--- src/rtl/power_controller_command_slave_top_defines.svh ---
// ----------------------------------------------------------------------------
// power_controller_command_slave_top_defines
// Assertion macros shared by the power controller command slave RTL.
// ----------------------------------------------------------------------------
`ifndef POWER_CONTROLLER_COMMAND_SLAVE_TOP_DEFINES_SVH
`define POWER_CONTROLLER_COMMAND_SLAVE_TOP_DEFINES_SVH

`ifndef SYNTHESIS
// clocked check, inactive while reset is high
`define PCS_ASSERT(lbl, clk, rst, prop, msg) \
   lbl: assert property (@(posedge clk) disable iff (rst) prop) else $error(msg);
// clocked check, active during reset too
`define PCS_ASSERT_ALWAYS(lbl, clk, prop, msg) \
   lbl: assert property (@(posedge clk) prop) else $error(msg);
`else
`define PCS_ASSERT(lbl, clk, rst, prop, msg)
`define PCS_ASSERT_ALWAYS(lbl, clk, prop, msg)
`endif

`endif

--- src/rtl/pcs_pkg.sv ---
// ----------------------------------------------------------------------------
// pcs_pkg
// Opcodes, mode codes and controller/datapath interface types.
// ----------------------------------------------------------------------------
package pcs_pkg;

   localparam logic [7:0] OP_JUMP        = 8'h06;
   localparam logic [7:0] OP_RESET       = 8'h07;
   localparam logic [7:0] OP_SET_VOLT    = 8'h10;
   localparam logic [7:0] OP_SET_ID      = 8'h12;
   localparam logic [7:0] OP_GET_ID      = 8'h13;
   localparam logic [7:0] OP_ENABLE      = 8'h15;
   localparam logic [7:0] OP_HEARTBEAT   = 8'h16;
   localparam logic [7:0] OP_GET_VERSION = 8'h17;
   localparam logic [7:0] OP_GET_VOLT    = 8'h18;

   localparam logic [1:0] MODE_RESET = 2'd0;
   localparam logic [1:0] MODE_APP   = 2'd2;

   localparam logic [4:0] POS_MAX       = 5'd31;
   localparam logic [7:0] VERSION_RESET = 8'd3;

   typedef struct packed {
      logic take_byte;
      logic load_reply;
      logic next_byte;
   } pcs_cmd_type;

   typedef struct packed {
      logic frame_last;
      logic reply_last;
   } pcs_stat_type;

endpackage

--- src/rtl/pcs_datapath.sv ---
// ----------------------------------------------------------------------------
// pcs_datapath
// Frame decode, device state, board name store and reply register.
// ----------------------------------------------------------------------------
`include "power_controller_command_slave_top_defines.svh"

module pcs_datapath #(
   parameter int NAME_BYTES = 12
) (
   input  logic               clock,
   input  logic               reset,
   input  pcs_pkg::pcs_cmd_type  cmd,
   output pcs_pkg::pcs_stat_type stat,
   input  logic [7:0]         cmd_byte,
   input  logic               frame_last,
   input  logic [31:0]        now_seconds,
   input  logic               csr_wr_en,
   input  logic [7:0]         csr_wr_data,
   output logic [7:0]         resp_byte,
   output logic               has_data,
   output logic               resp_last,
   output logic               status,
   output logic               power_enable,
   output logic [1:0]         mode,
   output logic [31:0]        heartbeat_stamp
);
   import pcs_pkg::*;

   localparam int IDX_W = (NAME_BYTES > 1) ? $clog2(NAME_BYTES) : 1;

   logic [7:0]       name_ff [NAME_BYTES];
   logic [7:0]       name_in [NAME_BYTES];
   logic [7:0]       volt_ff, volt_in;
   logic             enable_ff, enable_in;
   logic [1:0]       mode_ff, mode_in;
   logic [31:0]      hb_ff, hb_in;
   logic [4:0]       pos_ff, pos_in;
   logic [7:0]       opcode_ff, opcode_in;
   logic [7:0]       arg_ff, arg_in;
   logic             seen_ff, seen_in;
   logic [7:0]       version_ff, version_in;
   logic [7:0]       rsp_byte_ff, rsp_byte_in;
   logic             rsp_data_ff, rsp_data_in;
   logic             rsp_err_ff, rsp_err_in;
   logic             rsp_last_ff, rsp_last_in;
   logic [IDX_W-1:0] idx_ff, idx_in;

   logic [7:0]       eff_op;
   logic [7:0]       eff_arg;
   logic             eff_seen;
   logic [IDX_W-1:0] wr_idx;
   logic [IDX_W-1:0] idx_nx;

   always_comb begin
      eff_op   = (pos_ff == 5'd0) ? cmd_byte : opcode_ff;
      eff_arg  = (pos_ff == 5'd1) ? cmd_byte : ((pos_ff == 5'd0) ? 8'd0 : arg_ff);
      eff_seen = (pos_ff == 5'd0) ? 1'b0 : ((pos_ff == 5'd1) ? 1'b1 : seen_ff);
      wr_idx   = IDX_W'(pos_ff - 5'd1);
      idx_nx   = idx_ff + IDX_W'(1);
   end

   always_comb begin
      name_in     = name_ff;
      volt_in     = volt_ff;
      enable_in   = enable_ff;
      mode_in     = mode_ff;
      hb_in       = hb_ff;
      pos_in      = pos_ff;
      opcode_in   = opcode_ff;
      arg_in      = arg_ff;
      seen_in     = seen_ff;
      version_in  = csr_wr_en ? csr_wr_data : version_ff;
      rsp_byte_in = rsp_byte_ff;
      rsp_data_in = rsp_data_ff;
      rsp_err_in  = rsp_err_ff;
      rsp_last_in = rsp_last_ff;
      idx_in      = idx_ff;

      if (cmd.take_byte) begin
         if (pos_ff == 5'd0) begin
            opcode_in = cmd_byte;
            seen_in   = 1'b0;
            arg_in    = 8'd0;
         end else begin
            if (pos_ff == 5'd1) begin
               arg_in  = cmd_byte;
               seen_in = 1'b1;
            end
            if (opcode_ff == OP_SET_ID && pos_ff <= 5'(NAME_BYTES)) begin
               name_in[wr_idx] = cmd_byte;
            end
         end
         if (pos_ff != POS_MAX) begin
            pos_in = pos_ff + 5'd1;
         end
      end

      if (cmd.load_reply) begin
         pos_in      = 5'd0;
         seen_in     = 1'b0;
         rsp_byte_in = 8'd0;
         rsp_data_in = 1'b0;
         rsp_err_in  = 1'b0;
         rsp_last_in = 1'b1;
         idx_in      = '0;
         unique case (eff_op)
            OP_JUMP: begin
               mode_in = MODE_APP;
            end
            OP_RESET: begin
               enable_in = 1'b0;
               mode_in   = MODE_RESET;
            end
            OP_ENABLE: begin
               if (eff_seen) enable_in = (eff_arg != 8'd0);
            end
            OP_SET_VOLT: begin
               if (eff_seen) volt_in = eff_arg;
            end
            OP_SET_ID: begin
            end
            OP_HEARTBEAT: begin
               hb_in = now_seconds;
            end
            OP_GET_ID: begin
               rsp_byte_in = name_ff[0];
               rsp_data_in = 1'b1;
               rsp_last_in = (NAME_BYTES == 1);
            end
            OP_GET_VOLT: begin
               rsp_byte_in = volt_ff;
               rsp_data_in = 1'b1;
            end
            OP_GET_VERSION: begin
               rsp_byte_in = version_ff;
               rsp_data_in = 1'b1;
            end
            default: begin
               rsp_err_in = 1'b1;
            end
         endcase
      end

      if (cmd.next_byte) begin
         idx_in      = idx_nx;
         rsp_byte_in = name_ff[idx_nx];
         rsp_last_in = (idx_nx == IDX_W'(NAME_BYTES - 1));
      end
   end

   always_ff @(posedge clock) begin
      if (reset) begin
         for (int i = 0; i < NAME_BYTES; i++) name_ff[i] <= 8'd0;
         volt_ff     <= 8'd0;
         enable_ff   <= 1'b0;
         mode_ff     <= MODE_RESET;
         hb_ff       <= 32'd0;
         pos_ff      <= 5'd0;
         opcode_ff   <= 8'd0;
         arg_ff      <= 8'd0;
         seen_ff     <= 1'b0;
         version_ff  <= VERSION_RESET;
         rsp_byte_ff <= 8'd0;
         rsp_data_ff <= 1'b0;
         rsp_err_ff  <= 1'b0;
         rsp_last_ff <= 1'b1;
         idx_ff      <= '0;
      end else begin
         name_ff     <= name_in;
         volt_ff     <= volt_in;
         enable_ff   <= enable_in;
         mode_ff     <= mode_in;
         hb_ff       <= hb_in;
         pos_ff      <= pos_in;
         opcode_ff   <= opcode_in;
         arg_ff      <= arg_in;
         seen_ff     <= seen_in;
         version_ff  <= version_in;
         rsp_byte_ff <= rsp_byte_in;
         rsp_data_ff <= rsp_data_in;
         rsp_err_ff  <= rsp_err_in;
         rsp_last_ff <= rsp_last_in;
         idx_ff      <= idx_in;
      end
   end

   assign stat.frame_last  = frame_last;
   assign stat.reply_last  = rsp_last_ff;
   assign resp_byte        = rsp_byte_ff;
   assign has_data         = rsp_data_ff;
   assign resp_last        = rsp_last_ff;
   assign status           = rsp_err_ff;
   assign power_enable     = enable_ff;
   assign mode             = mode_ff;
   assign heartbeat_stamp  = hb_ff;

   `PCS_ASSERT(a_pos_cleared, clock, reset, cmd.load_reply |=> (pos_ff == 5'd0), "frame position not cleared at frame end")
   `PCS_ASSERT(a_pos_step, clock, reset, (cmd.take_byte && !cmd.load_reply && pos_ff != POS_MAX) |=> (pos_ff == $past(pos_ff) + 5'd1), "frame position did not advance")
   `PCS_ASSERT(a_stream_data, clock, reset, cmd.next_byte |=> (rsp_data_ff && !rsp_err_ff), "name stream lost its data flag")

endmodule

--- src/rtl/pcs_ctrl.sv ---
// ----------------------------------------------------------------------------
// pcs_ctrl
// Sequencer: receives frame bytes, then holds the input while a reply drains.
// ----------------------------------------------------------------------------
`include "power_controller_command_slave_top_defines.svh"

module pcs_ctrl (
   input  logic                  clock,
   input  logic                  reset,
   input  logic                  req_valid,
   output logic                  req_stall,
   output logic                  rsp_valid,
   input  logic                  rsp_stall,
   input  pcs_pkg::pcs_stat_type stat,
   output pcs_pkg::pcs_cmd_type  cmd
);
   import pcs_pkg::*;

   typedef enum logic [1:0] {
      ST_RX = 2'b01,
      ST_TX = 2'b10
   } pcs_state_type;

   pcs_state_type state_ff, state_in;
   logic          rx_xfer;
   logic          tx_xfer;

   assign req_stall = (state_ff != ST_RX);
   assign rsp_valid = (state_ff == ST_TX);
   assign rx_xfer   = req_valid && (state_ff == ST_RX);
   assign tx_xfer   = (state_ff == ST_TX) && !rsp_stall;

   assign cmd.take_byte  = rx_xfer;
   assign cmd.load_reply = rx_xfer && stat.frame_last;
   assign cmd.next_byte  = tx_xfer && !stat.reply_last;

   always_comb begin
      state_in = state_ff;
      unique case (state_ff)
         ST_RX: begin
            if (rx_xfer && stat.frame_last) state_in = ST_TX;
         end
         ST_TX: begin
            if (tx_xfer && stat.reply_last) state_in = ST_RX;
         end
         default: begin
            state_in = ST_RX;
         end
      endcase
   end

   always_ff @(posedge clock) begin
      if (reset) begin
         state_ff <= ST_RX;
      end else begin
         state_ff <= state_in;
      end
   end

   `PCS_ASSERT(a_reply_follows, clock, reset, cmd.load_reply |=> rsp_valid, "no reply after frame end")
   `PCS_ASSERT(a_stream_holds, clock, reset, cmd.next_byte |=> (rsp_valid && req_stall), "reply stream dropped early")
   `PCS_ASSERT(a_reply_done, clock, reset, (tx_xfer && stat.reply_last) |=> !rsp_valid, "reply not closed on last transfer")
   `PCS_ASSERT_ALWAYS(a_reset_idle, clock, reset |=> !rsp_valid, "reply pending after reset")

endmodule

--- src/rtl/power_controller_command_slave_top.sv ---
// A reply is offered in the cycle after the transfer of the frame's last byte.
// One frame byte is taken per cycle until the last byte; the input then stalls
// until the reply drains, one result per unstalled cycle (1 result, or NAME_BYTES for get-id).
// Reset (synchronous, active high): board name, voltage, enable, mode and heartbeat
// clear to zero, the version register loads 3, and the block waits for an opcode.
// ----------------------------------------------------------------------------
// power_controller_command_slave_top
// Byte-framed command slave for board power control.
// ----------------------------------------------------------------------------
module power_controller_command_slave_top #(
   parameter int NAME_BYTES = 12
) (
   input  logic        clock,
   input  logic        reset,
   input  logic        req_valid,
   output logic        req_stall,
   input  logic [7:0]  req_cmd_byte,
   input  logic        req_frame_last,
   input  logic [31:0] req_now_seconds,
   output logic        rsp_valid,
   input  logic        rsp_stall,
   output logic [7:0]  rsp_resp_byte,
   output logic        rsp_has_data,
   output logic        rsp_resp_last,
   output logic        rsp_status,
   output logic        rsp_power_enable,
   output logic [1:0]  rsp_mode,
   output logic [31:0] rsp_heartbeat_stamp,
   input  logic        csr_wr_en,
   input  logic [7:0]  csr_wr_data
);
   import pcs_pkg::*;

   pcs_cmd_type  cmd;
   pcs_stat_type stat;

   pcs_ctrl u_ctrl (
      .clock     (clock),
      .reset     (reset),
      .req_valid (req_valid),
      .req_stall (req_stall),
      .rsp_valid (rsp_valid),
      .rsp_stall (rsp_stall),
      .stat      (stat),
      .cmd       (cmd)
   );

   pcs_datapath #(
      .NAME_BYTES (NAME_BYTES)
   ) u_datapath (
      .clock           (clock),
      .reset           (reset),
      .cmd             (cmd),
      .stat            (stat),
      .cmd_byte        (req_cmd_byte),
      .frame_last      (req_frame_last),
      .now_seconds     (req_now_seconds),
      .csr_wr_en       (csr_wr_en),
      .csr_wr_data     (csr_wr_data),
      .resp_byte       (rsp_resp_byte),
      .has_data        (rsp_has_data),
      .resp_last       (rsp_resp_last),
      .status          (rsp_status),
      .power_enable    (rsp_power_enable),
      .mode            (rsp_mode),
      .heartbeat_stamp (rsp_heartbeat_stamp)
   );

endmodule

--- config.mk ---
export PLATFORM = sky130hd
export DESIGN_NAME = power_controller_command_slave_top
export DESIGN_NICKNAME = d
export VERILOG_FILES = /design/src/rtl/pcs_pkg.sv /design/src/rtl/pcs_datapath.sv /design/src/rtl/pcs_ctrl.sv /design/src/rtl/power_controller_command_slave_top.sv
export VERILOG_INCLUDE_DIRS = /design/src /design/src/rtl
export SDC_FILE = /design/constraint.sdc
export NUM_CORES = 1
export LEC_CHECK = 0
export BUFFER_PORTS_ARGS = -buffer_cell sky130_fd_sc_hd__buf_2
export CORE_MARGIN = 3
export CORE_UTILIZATION = 54
export DETAILED_ROUTE_END_ITERATION = 7
export PLACE_DENSITY_LB_ADDON = 0.2
export SKIP_LAST_GASP = 1
export SLEW_MARGIN = 20
export SYNTH_ARGS = -nofsm -noshare
export SYNTH_HDL_FRONTEND = slang
export SYNTH_SLANG_ARGS = --single-unit
--- constraint.sdc ---
create_clock -name clock -period 5.8 [get_ports clock]
set_clock_uncertainty 0.1 [all_clocks]
set_input_delay 0.58 -clock clock [delete_from_list [all_inputs] [get_ports clock]]
set_output_delay 0.58 -clock clock [all_outputs]
set_load 0.01 [all_outputs]
==> results of run 1 <==
kinds of logic (layout without fill, tap and decap cells):
group | Yosys count | after routing | share of synthesized area
xor gates and xnor gates | 3 | 3 | 0.00307
and+or+nand+nor | 308 | 308 | 0.200
AOI/OAI and AO/OA | 108 | 108 | 0.0874
DFF | 185 | 185 | 0.432
muxes | 165 | 165 | 0.228
buffers and inverters | 79 | 148 | 0.0359
adders and majority gates | 9 | 9 | 0.0131
other | 1 | 1 | 0.000437
final cells by class:
type                            instances  area share
Inverter                               11     0.00423
Clock buffer                           20      0.0479
Multi-Input combinational cell        594       0.468
Sequential cell                       185       0.380
Clock inverter                         12      0.0165
Timing Repair Buffer                  105      0.0567
Tap cell                              211      0.0271
power breakdown:
part           leakage [nW]  total, mW  internal (mW)  switching (mW)
clock network         0.300       1.23          0.717           0.509
logic                  2.94      0.166         0.0534           0.112
registers              1.49       1.30           1.28          0.0139
total                  4.73       2.69           2.05           0.635
final timing paths:
path	slack (ps)	to	cells past startpoint
min reg2reg	360	u_datapath.status	2
max reg2reg	2030	u_datapath.resp_byte[6]	6
max	2030	u_datapath.resp_byte[6]	6
min	260	u_datapath.version_ff[1]	3
synthesized netlist by cell type, types with 4 or more instances:
| library cell | number | share of area |
|---|---|---|
| dfxtp_1 | 185 | 0.43 |
| nor2_1 | 174 | 0.076 |
| mux2i_1 | 139 | 0.16 |
| clkbuf_1 | 55 | 0.024 |
| nor3b_1 | 29 | 0.025 |
| mux4_2 | 24 | 0.063 |
| o21ai_0 | 22 | 0.013 |
| a22oi_1 | 19 | 0.017 |
| nand2_1 | 19 | 0.0083 |
| a21oi_1 | 16 | 0.0093 |
| nor3_1 | 14 | 0.0082 |
| nor4_1 | 12 | 0.0088 |
| a211oi_1 | 11 | 0.0096 |
| inv_1 | 11 | 0.0048 |
| ha_1 | 9 | 0.013 |
| a221oi_1 | 8 | 0.0082 |
| a22o_1 | 8 | 0.0082 |
| nand4_4 | 8 | 0.020 |
| buf_1 | 6 | 0.0026 |
| buf_2 | 6 | 0.0035 |
| nor2b_1 | 5 | 0.0036 |
| a31oi_1 | 4 | 0.0029 |
| nand3_1 | 4 | 0.0023 |
| nand3b_1 | 4 | 0.0035 |
| nand4_1 | 4 | 0.0029 |
| nand4_2 | 4 | 0.0058 |
state kept, by name, summed over array words and instances, names as in the netlist:
register / count
u_datapath.name_ff: 96
u_datapath.heartbeat_stamp: 32
u_datapath.arg_ff: 8
u_datapath.opcode_ff: 8
u_datapath.resp_byte: 8
u_datapath.version_ff: 8
u_datapath.volt_ff: 8
u_datapath.pos_ff: 5
u_datapath.idx_ff: 4
u_ctrl.state_ff: 2
u_datapath.has_data: 1
u_datapath.mode: 1
u_datapath.power_enable: 1
u_datapath.resp_last: 1
u_datapath.seen_ff: 1
u_datapath.status: 1
through the flow:
step / instances / total power [mW] / util
6_report: 1138 / 2.69 / 0.635
5_1_grt: 1138 / 2.77 / 0.635
4_1_cts: 1137 / 2.70 / 0.633
3_5_place_dp: 1105 / 1.49 / 0.592
3_3_place_gp: 1105 / 1.49 / 0.592
2_1_floorplan: 858 / 1.43 / -
routing by layer:
layer | vias up | GRT usage | part of all wire
met5 | - | 0 | 0
met4 | 0 | 0.0723 | 0.016
met3 | 29 | 0.0519 | 0.065
met2 | 249 | 0.378 | 0.46
met1 | 3190 | 0.336 | 0.46
li1 | 3204 | - | -
critical path, cell delays in order (launching register included):
cell and delay [ps]:
dfxtp_2 950, inv_1 170, ha_1 1080, mux4_2 600
nor3b_1 150, nor4_1 490, nor3_1 100
==> reports/qor.csv, run 1 <==
metric,value,unit
mostFrequentLayoutCell,dfxtp_1,
cts_hold_buf,0,
arrival,3970,ps
multi_input_area,4560,µm²
clkTransAtPathRegs,70,ps
power_density,276,nW/µm²
die_h,132,µm
ys_warn_count,0,
dp_hpwl,13800,µm
outcome,"finished, final reports clean",
fin_setup_tns,0,ps
antenna_left,0,
routed_wl,21200,µm
die_w,132,µm
insertion_delay,430,ps
max_freq,265,MHz
die_area,17400,µm²
grt_max_degree,106,
cp_max_fo,30,
max_cap_viol_count,0,
syn_area_per_cell,9.99,µm²
grt_pass1_wl,33800,µm
ios,102,
worstMarginPinSlew,1120,ps
start_util,0.558,
ys_async_sr_fraction,0,
worst_r2r_startpoint,u_datapath.idx_ff[0],
overflow,0,
fin_crit,3770,ps
endpoint_kind,flip-flop,
place.gp.congestion,0.850,
synth-main-ff-cell,dfxtp_1,
ctsResizeCount,0,
drt-initial-drc-count,656,
critPathLaunchType,flip-flop,
hp-start,csr_wr_data[1],
grt_pass1_vias,6252,
slew_viol_final,0,
grt_antenna_before_repair,1,
nets,977,
syn2layout_area_growth,13.8,%
place_ws,2090,ps
drive_gt1_frac,0.202,
clockBufferDepth,2,
path_class,flip-flop to flip-flop,
track_usage,0.241,
ir_drop,0.000219,V
synth_cell_type_count,67,
syn_nets,921,
synth_edf_count,0,
synth_area,8570,µm²
rows,45,
setup_violations,0,
worst_slack,2030,ps
min_path_type,input pin to flip-flop,
cts_tree,built,
synthCells,858,
hold_viol,0,
vias,6672,
post-cts-setup-buffer-count,0,
required,6010,ps
grt_setup_unrepaired,no,
clock-root-buffer,clkbuf_16,
final_cell_mix,"dfxtp_1, nor2_1, mux2i_1",
ys_ff_latch,185,
cts-htree-levels,4,
cts_made_buffers,17,
fin_crit_sh,0.649,
core,15400,µm²
port_buffers,100,
regArea,3700,µm²
drc,0,
n_antenna_cell,0,
detail_route.vias_per_cell,5.86,
crit_start,u_datapath.idx_ff[0],
worst_slew_margin_rel,0.255,
wl_per_cell,18.6,µm
firstDrtPassIters,5,
ys_seq_area_frac,0.432,
leakage,4.73,nW
fillers,1284,
fin_hold_ws,260,ps
placedInstanceArea,9100,µm²
design_area,9750,µm²
clock-sinks,185,
Power figures use the tool's default switching activity.
==> run 2, diff against run 1 <==
--- a/config.mk
+++ b/config.mk
@@ -8,7 +8,7 @@
 export LEC_CHECK = 0
 export BUFFER_PORTS_ARGS = -buffer_cell sky130_fd_sc_hd__buf_2
 export CORE_MARGIN = 3
-export CORE_UTILIZATION = 54
+export CORE_UTILIZATION = 53
 export DETAILED_ROUTE_END_ITERATION = 7
 export PLACE_DENSITY_LB_ADDON = 0.2
 export SKIP_LAST_GASP = 1
==> constraint.sdc (replaced) <==
create_clock -name clock -period 3.3 [get_ports clock]
set_clock_uncertainty 0.1 [all_clocks]
set_input_delay 0.33 -clock clock [delete_from_list [all_inputs] [get_ports clock]]
set_output_delay 0.33 -clock clock [all_outputs]
set_load 0.01 [all_outputs]
==> run 2 against run 1 <==
Core utilization is 0.17 points higher. Critical path depth is 1 higher. Setup slack worse by 1500 ps. Sequential power is 75% higher. Highest routed layer unchanged.
==> reports/qor.csv, run 2 (synthesized netlist as in run 1, its figures left out) <==
metric,value,unit,change
final_util,0.636,,+0.00172
clkTransAtPathRegs,70,ps,about the same
clockBufferDepth,2,,unchanged
grt_pass1_wl,33500,µm,-0.98%
endpoint_kind,flip-flop,,
drc,0,,unchanged
rrSetupSlack,500,ps,-1540 ps
worst_r2r_startpoint,u_datapath.pos_ff[0],,
hold_viol,0,,unchanged
leakage,4.82,nW,+1.9%
cts_made_buffers,17,,unchanged
fin_setup_tns,0,ps,unchanged
rows,45,,unchanged
vias,6671,,-0.015%
largest_reg_flops,96,,unchanged
post-cts-setup-buffer-count,0,,unchanged
overflow,0,,unchanged
ctsResizeCount,0,,unchanged
required,3530,ps,-2480 ps
grt_setup_unrepaired,no,,
ir_drop,0.000379,V,+73%
mostFrequentLayoutCell,dfxtp_1,,
use_met3,0.0453,,-0.00659
crit_start,u_datapath.pos_ff[0],,
path_class,flip-flop to flip-flop,,
cts-htree-levels,4,,unchanged
syn2layout_area_growth,15.3,%,
firstDrtPassIters,6,,+1
critPathLaunchType,flip-flop,,
outcome,"finished, final reports clean",,
fillers,1280,,-0.31%
nets,995,,+1.8%
hp-start,csr_wr_data[1],,
power_density,477,nW/µm²,+73%
antenna_left,0,,unchanged
fin_crit,2800,ps,-963 ps
fin_crit_sh,0.850,,+0.200
max_freq,357,MHz,+34%
drive_gt1_frac,0.216,,+0.0141
clock-sinks,185,,unchanged
drt-initial-drc-count,478,,-27%
wl_per_cell,17.9,µm,-3.8%
start_util,0.552,,-0.00606
grt_max_degree,84,,-21%
n_antenna_cell,0,,unchanged
cts_hold_buf,0,,unchanged
place.gp.congestion,0.866,,+1.9%
slew_viol_final,0,,unchanged
grtUsageMet2,0.374,,-0.00327
gr-usage-met1,0.326,,-0.00989
port_buffers,100,,unchanged
top_usage_layer,met2,,
die_area,17700,µm²,+1.8%
cp_max_fo,8,,-73%
min_path_type,input pin to flip-flop,,
setup_violations,0,,unchanged
track_usage,0.234,,-0.00708
final_cell_mix,"dfxtp_1, nor2_1, mux2i_1",,
die_w,133,µm,+0.90%
top_register,u_datapath.name_ff,,
worstMarginPinSlew,756,ps,-361 ps
insertion_delay,430,ps,about the same
place_inst,1124,,+1.7%
grt_antenna_before_repair,0,,-1
grt_pass1_vias,6346,,+1.5%
core,15500,µm²,+1.1%
detail_route.vias_per_cell,5.77,,-1.6%
worst_slew_margin_rel,0.496,,+0.241
arrival,3030,ps,-940 ps
clock-root-buffer,clkbuf_16,,
cts_tree,built,,
dp_hpwl,13800,µm,-0.15%
ios,102,,unchanged
fin_cells,1156,,+1.6%
max_cap_viol_count,0,,unchanged
finalPower,4.71,mW,+75%
die_h,133,µm,+0.90%
routed_wl,20700,µm,-2.3%
run 2: cell count changes in the layout (fill, tap and decap cells not counted), moves of 2 or more:
| cell | change |
|---|---|
| clkbuf_8 | -2 |
| buf_4 | +18 |
| clkinv_4 | -2 |
| inv_8 | +2 |
run 2: final timing paths:
check | cells after the start | endpoint
min reg2reg | 2 | u_datapath.version_ff[1]
max | 7 | u_datapath.resp_byte[7]
min | 3 | u_datapath.version_ff[1]
max reg2reg | 7 | u_datapath.resp_byte[7]
run 2: layer usage:
| layer | vias to the layer above | routed length (µm) |
|---|---|---|
| li1 | 3239 | - |
| met1 | 3212 | 9580 |
| met2 | 196 | 9670 |
| met3 | 24 | 1170 |
| met4 | 0 | 259 |
| met5 | - | 0 |
run 2: metrics by stage:
stage | hold WS (ps) | cell area, µm² | setup slack (ps)
floorplan | 342 | 8570 | 217
global placement | 343 | 9260 | 709
detailed placement | 354 | 9260 | 639
CTS | 13.1 | 9890 | 551
global route | 21.9 | 9890 | 271
finish | 20.8 | 9890 | 496
run 2: layout make-up:
type                    count  area, µm²  share of cell area
clock inverters            13        184              0.0186
flip-flops and latches    185       3700               0.375
clock buffers              19        443              0.0448
multi-input cells         594       4560               0.461
inverters                  11       41.3             0.00418
repair buffers            123        688              0.0696
well taps                 211        264              0.0267
run 2: power breakdown:
group | internal (mW) | switching [mW] | total, mW
clock | 1.24 | 0.899 | 2.14
sequential | 2.26 | 0.0206 | 2.28
combinational | 0.103 | 0.195 | 0.299
run 2: critical path, cell delays in order, from the launching register on:
cell      delay (ps)
dfxtp_1          380
inv_1            170
ha_1             210
nor4b_4          500
nand2_1          220
o22ai_1          650
a221oi_1         200
nor4_1           270
==> run 3, diff against run 2 <==
--- a/config.mk
+++ b/config.mk
@@ -8,7 +8,7 @@
 export LEC_CHECK = 0
 export BUFFER_PORTS_ARGS = -buffer_cell sky130_fd_sc_hd__buf_2
 export CORE_MARGIN = 3
-export CORE_UTILIZATION = 53
+export CORE_UTILIZATION = 54
 export DETAILED_ROUTE_END_ITERATION = 7
 export PLACE_DENSITY_LB_ADDON = 0.2
 export SKIP_LAST_GASP = 1
==> constraint.sdc (replaced) <==
create_clock -name clock -period 2.7 [get_ports clock]
set_clock_uncertainty 0.1 [all_clocks]
set_input_delay 0.27 -clock clock [delete_from_list [all_inputs] [get_ports clock]]
set_output_delay 0.27 -clock clock [all_outputs]
set_load 0.01 [all_outputs]
==> run 3 against run 2 <==
Global-route usage up 2.1 points. Sequential cell count did not move. Sequential share of layout area fell by 2.0 points. Critical path depth is 1 higher. Non-clock buffer count up 58. Register-to-register slack worse by 350 ps. Sequential power is 22% higher. Largest cell class unchanged. Critical path type unchanged. Core utilization up 4.4 points. Design area increased by 5.7%. Routed wire length increased by 6.9%.
==> reports/qor.csv, run 3 (synthesized netlist as in run 1, its figures left out) <==
metric,value,unit,change
detail_route.vias_per_cell,5.80,,+0.45%
arrival,2770,ps,-260 ps
endpoint_kind,flip-flop,,
cts_tree,built,,
cts-htree-levels,4,,unchanged
worst_slew_margin_rel,0.426,,-0.0702
hold_viol,0,,unchanged
switching_share,0.253,,+0.0164
grt_pass1_vias,6876,,+8.4%
ios,102,,unchanged
grt_pass1_wl,36100,µm,+7.7%
die_w,132,µm,-0.89%
start_util,0.558,,+0.00606
max_cap_viol_count,0,,unchanged
port_buffers,100,,unchanged
place.gp.congestion,0.898,,+3.7%
grt_antenna_before_repair,0,,unchanged
fin_cells,1214,,+5.0%
drc,0,,unchanged
worstMarginPinSlew,855,ps,+99.2 ps
nets,1053,,+5.8%
leakage,5.10,nW,+5.7%
clockBufferDepth,2,,unchanged
clock-root-buffer,clkbuf_16,,
n_antenna_cell,0,,unchanged
path_class,flip-flop to flip-flop,,
cp_max_fo,10,,+2
final_util,0.680,,+0.0436
placedInstanceArea,9390,µm²,+1.4%
fin_setup_tns,0,ps,unchanged
cpMaxStageDelayCell,or4b_4,,
slew_viol_final,0,,unchanged
setup_violations,0,,unchanged
place_inst,1140,,+1.4%
grt_setup_unrepaired,no,,
switchingPower,1.48,mW,+32%
fillers,1218,,-4.8%
cts_made_buffers,17,,unchanged
wl_per_cell,18.2,µm,+1.8%
pwr-share-comb,0.074,,+0.011
drt-initial-drc-count,598,,+25%
overflow,0,,unchanged
die_area,17400,µm²,-1.8%
routed_wl,22100,µm,+6.9%
worst_slack,143,ps,-354 ps
grt_max_degree,92,,+9.5%
max_freq,391,MHz,+9.6%
crit_chain,inv_1 -> ha_1 -> or4b_4 -> mux2i_1 -> buf_4 -> a22o_1 -> a221oi_1 -> nor3_1,,
max_stage_delay,550,ps,-100 ps
rows,45,,unchanged
critPathLaunchType,flip-flop,,
clock-sinks,185,,unchanged
ir_drop,0.000428,V,+13%
insertion_delay,430,ps,about the same
firstDrtPassIters,6,,unchanged
dp_hpwl,14300,µm,+3.5%
holdPathStages,3,,unchanged
design_area,10500,µm²,+5.7%
largest_reg_flops,96,,unchanged
top_register,u_datapath.name_ff,,
vias,7037,,+5.5%
place_ws,112,ps,-527 ps
fin_crit_sh,0.947,,+0.0975
core,15400,µm²,-1.1%
track_usage,0.255,,+0.0211
outcome,"finished, final reports clean",,
final_cell_mix,"dfxtp_1, nor2_1, mux2i_1",,
clkTransAtPathRegs,70,ps,about the same
mostFrequentLayoutCell,dfxtp_1,,
min_path_type,input pin to flip-flop,,
required,2910,ps,-620 ps
internal-power,4.36,mW,+21%
worstRegToRegCells,8,,+1
seq_power_share,0.476,,-0.007
syn2layout_area_growth,21.9,%,
die_h,132,µm,-0.89%
fin_crit,2560,ps,-246 ps
antenna_left,0,,unchanged
p_clk_frac,0.449,,-0.005
power_density,559,nW/µm²,+17%
drive_gt1_frac,0.224,,+0.00845
run 3: cell types whose count changed in the layout (fill, tap and decap cells not counted), moves of 2 or more:
cell and delta:
buf_4 +16, clkinv_4 +3, clkinv_8 +2, clkinvlp_4 -2
dlygate4sd3_1 +40, inv_8 +2
run 3: layout make-up:
class | count | area (µm²) | area share
Clock inverter | 15 | 206 | 0.0198
Clock buffer | 17 | 425 | 0.0407
Sequential cell | 185 | 3700 | 0.355
Tap cell | 211 | 264 | 0.0253
Multi-Input combinational cell | 594 | 4570 | 0.437
Timing Repair Buffer | 181 | 1240 | 0.119
Inverter | 11 | 41.3 | 0.00395
run 3: through the flow:
step | power, mW | hold WS (ps)
detailed placement | 3.22 | 357
CTS | 5.86 | 36.6
floorplan | 3.07 | 298
global route | 6.04 | 77.7
global placement | 3.22 | 352
finish | 5.84 | 66.8
run 3: worst paths after layout:
check                                               end                 start  slack [ps]
worst max-delay path            u_datapath.resp_byte[6]  u_datapath.pos_ff[0]         140
worst min-delay path            u_datapath.opcode_ff[3]       req_cmd_byte[3]          70
worst max register to register  u_datapath.resp_byte[6]  u_datapath.pos_ff[0]         140
worst min register to register        u_datapath.status     u_datapath.status         370
run 3: power by group through the flow:
stage / Combinational, mW / Sequential (mW) / Clock, mW
floorplan: 0.231 / 2.84 / 0
global placement: 0.373 / 2.84 / 0
detailed placement: 0.375 / 2.84 / 0
CTS: 0.423 / 2.78 / 2.66
global route: 0.470 / 2.78 / 2.78
finish: 0.434 / 2.78 / 2.62
run 3: critical path: cells and delay by family, from the launching register on:
family	cells	cell delay [ps]
flops	1	310
buf+inv	2	330
fa+ha+maj	1	240
simple gates	2	650
compound gates	2	640
mux	1	160
run 3: routing by layer:
| metal | part of all wire | vias to the layer above | global-route usage | routed length, µm |
|---|---|---|---|---|
| met2 | 0.49 | 223 | 0.426 | 10800 |
| met1 | 0.43 | 3417 | 0.334 | 9520 |
| met3 | 0.062 | 38 | 0.0496 | 1370 |
| met4 | 0.018 | 0 | 0.0799 | 388 |
| met5 | 0 | - | 0 | 0 |
| li1 | - | 3359 | - | - |
run 3: what timing repair did:
item	CTS	global route
resized for setup	0	3
setup endpoints to repair	0	37
buffers inserted	0	2
hold endpoints to repair	40	0
hold buffers	40	0
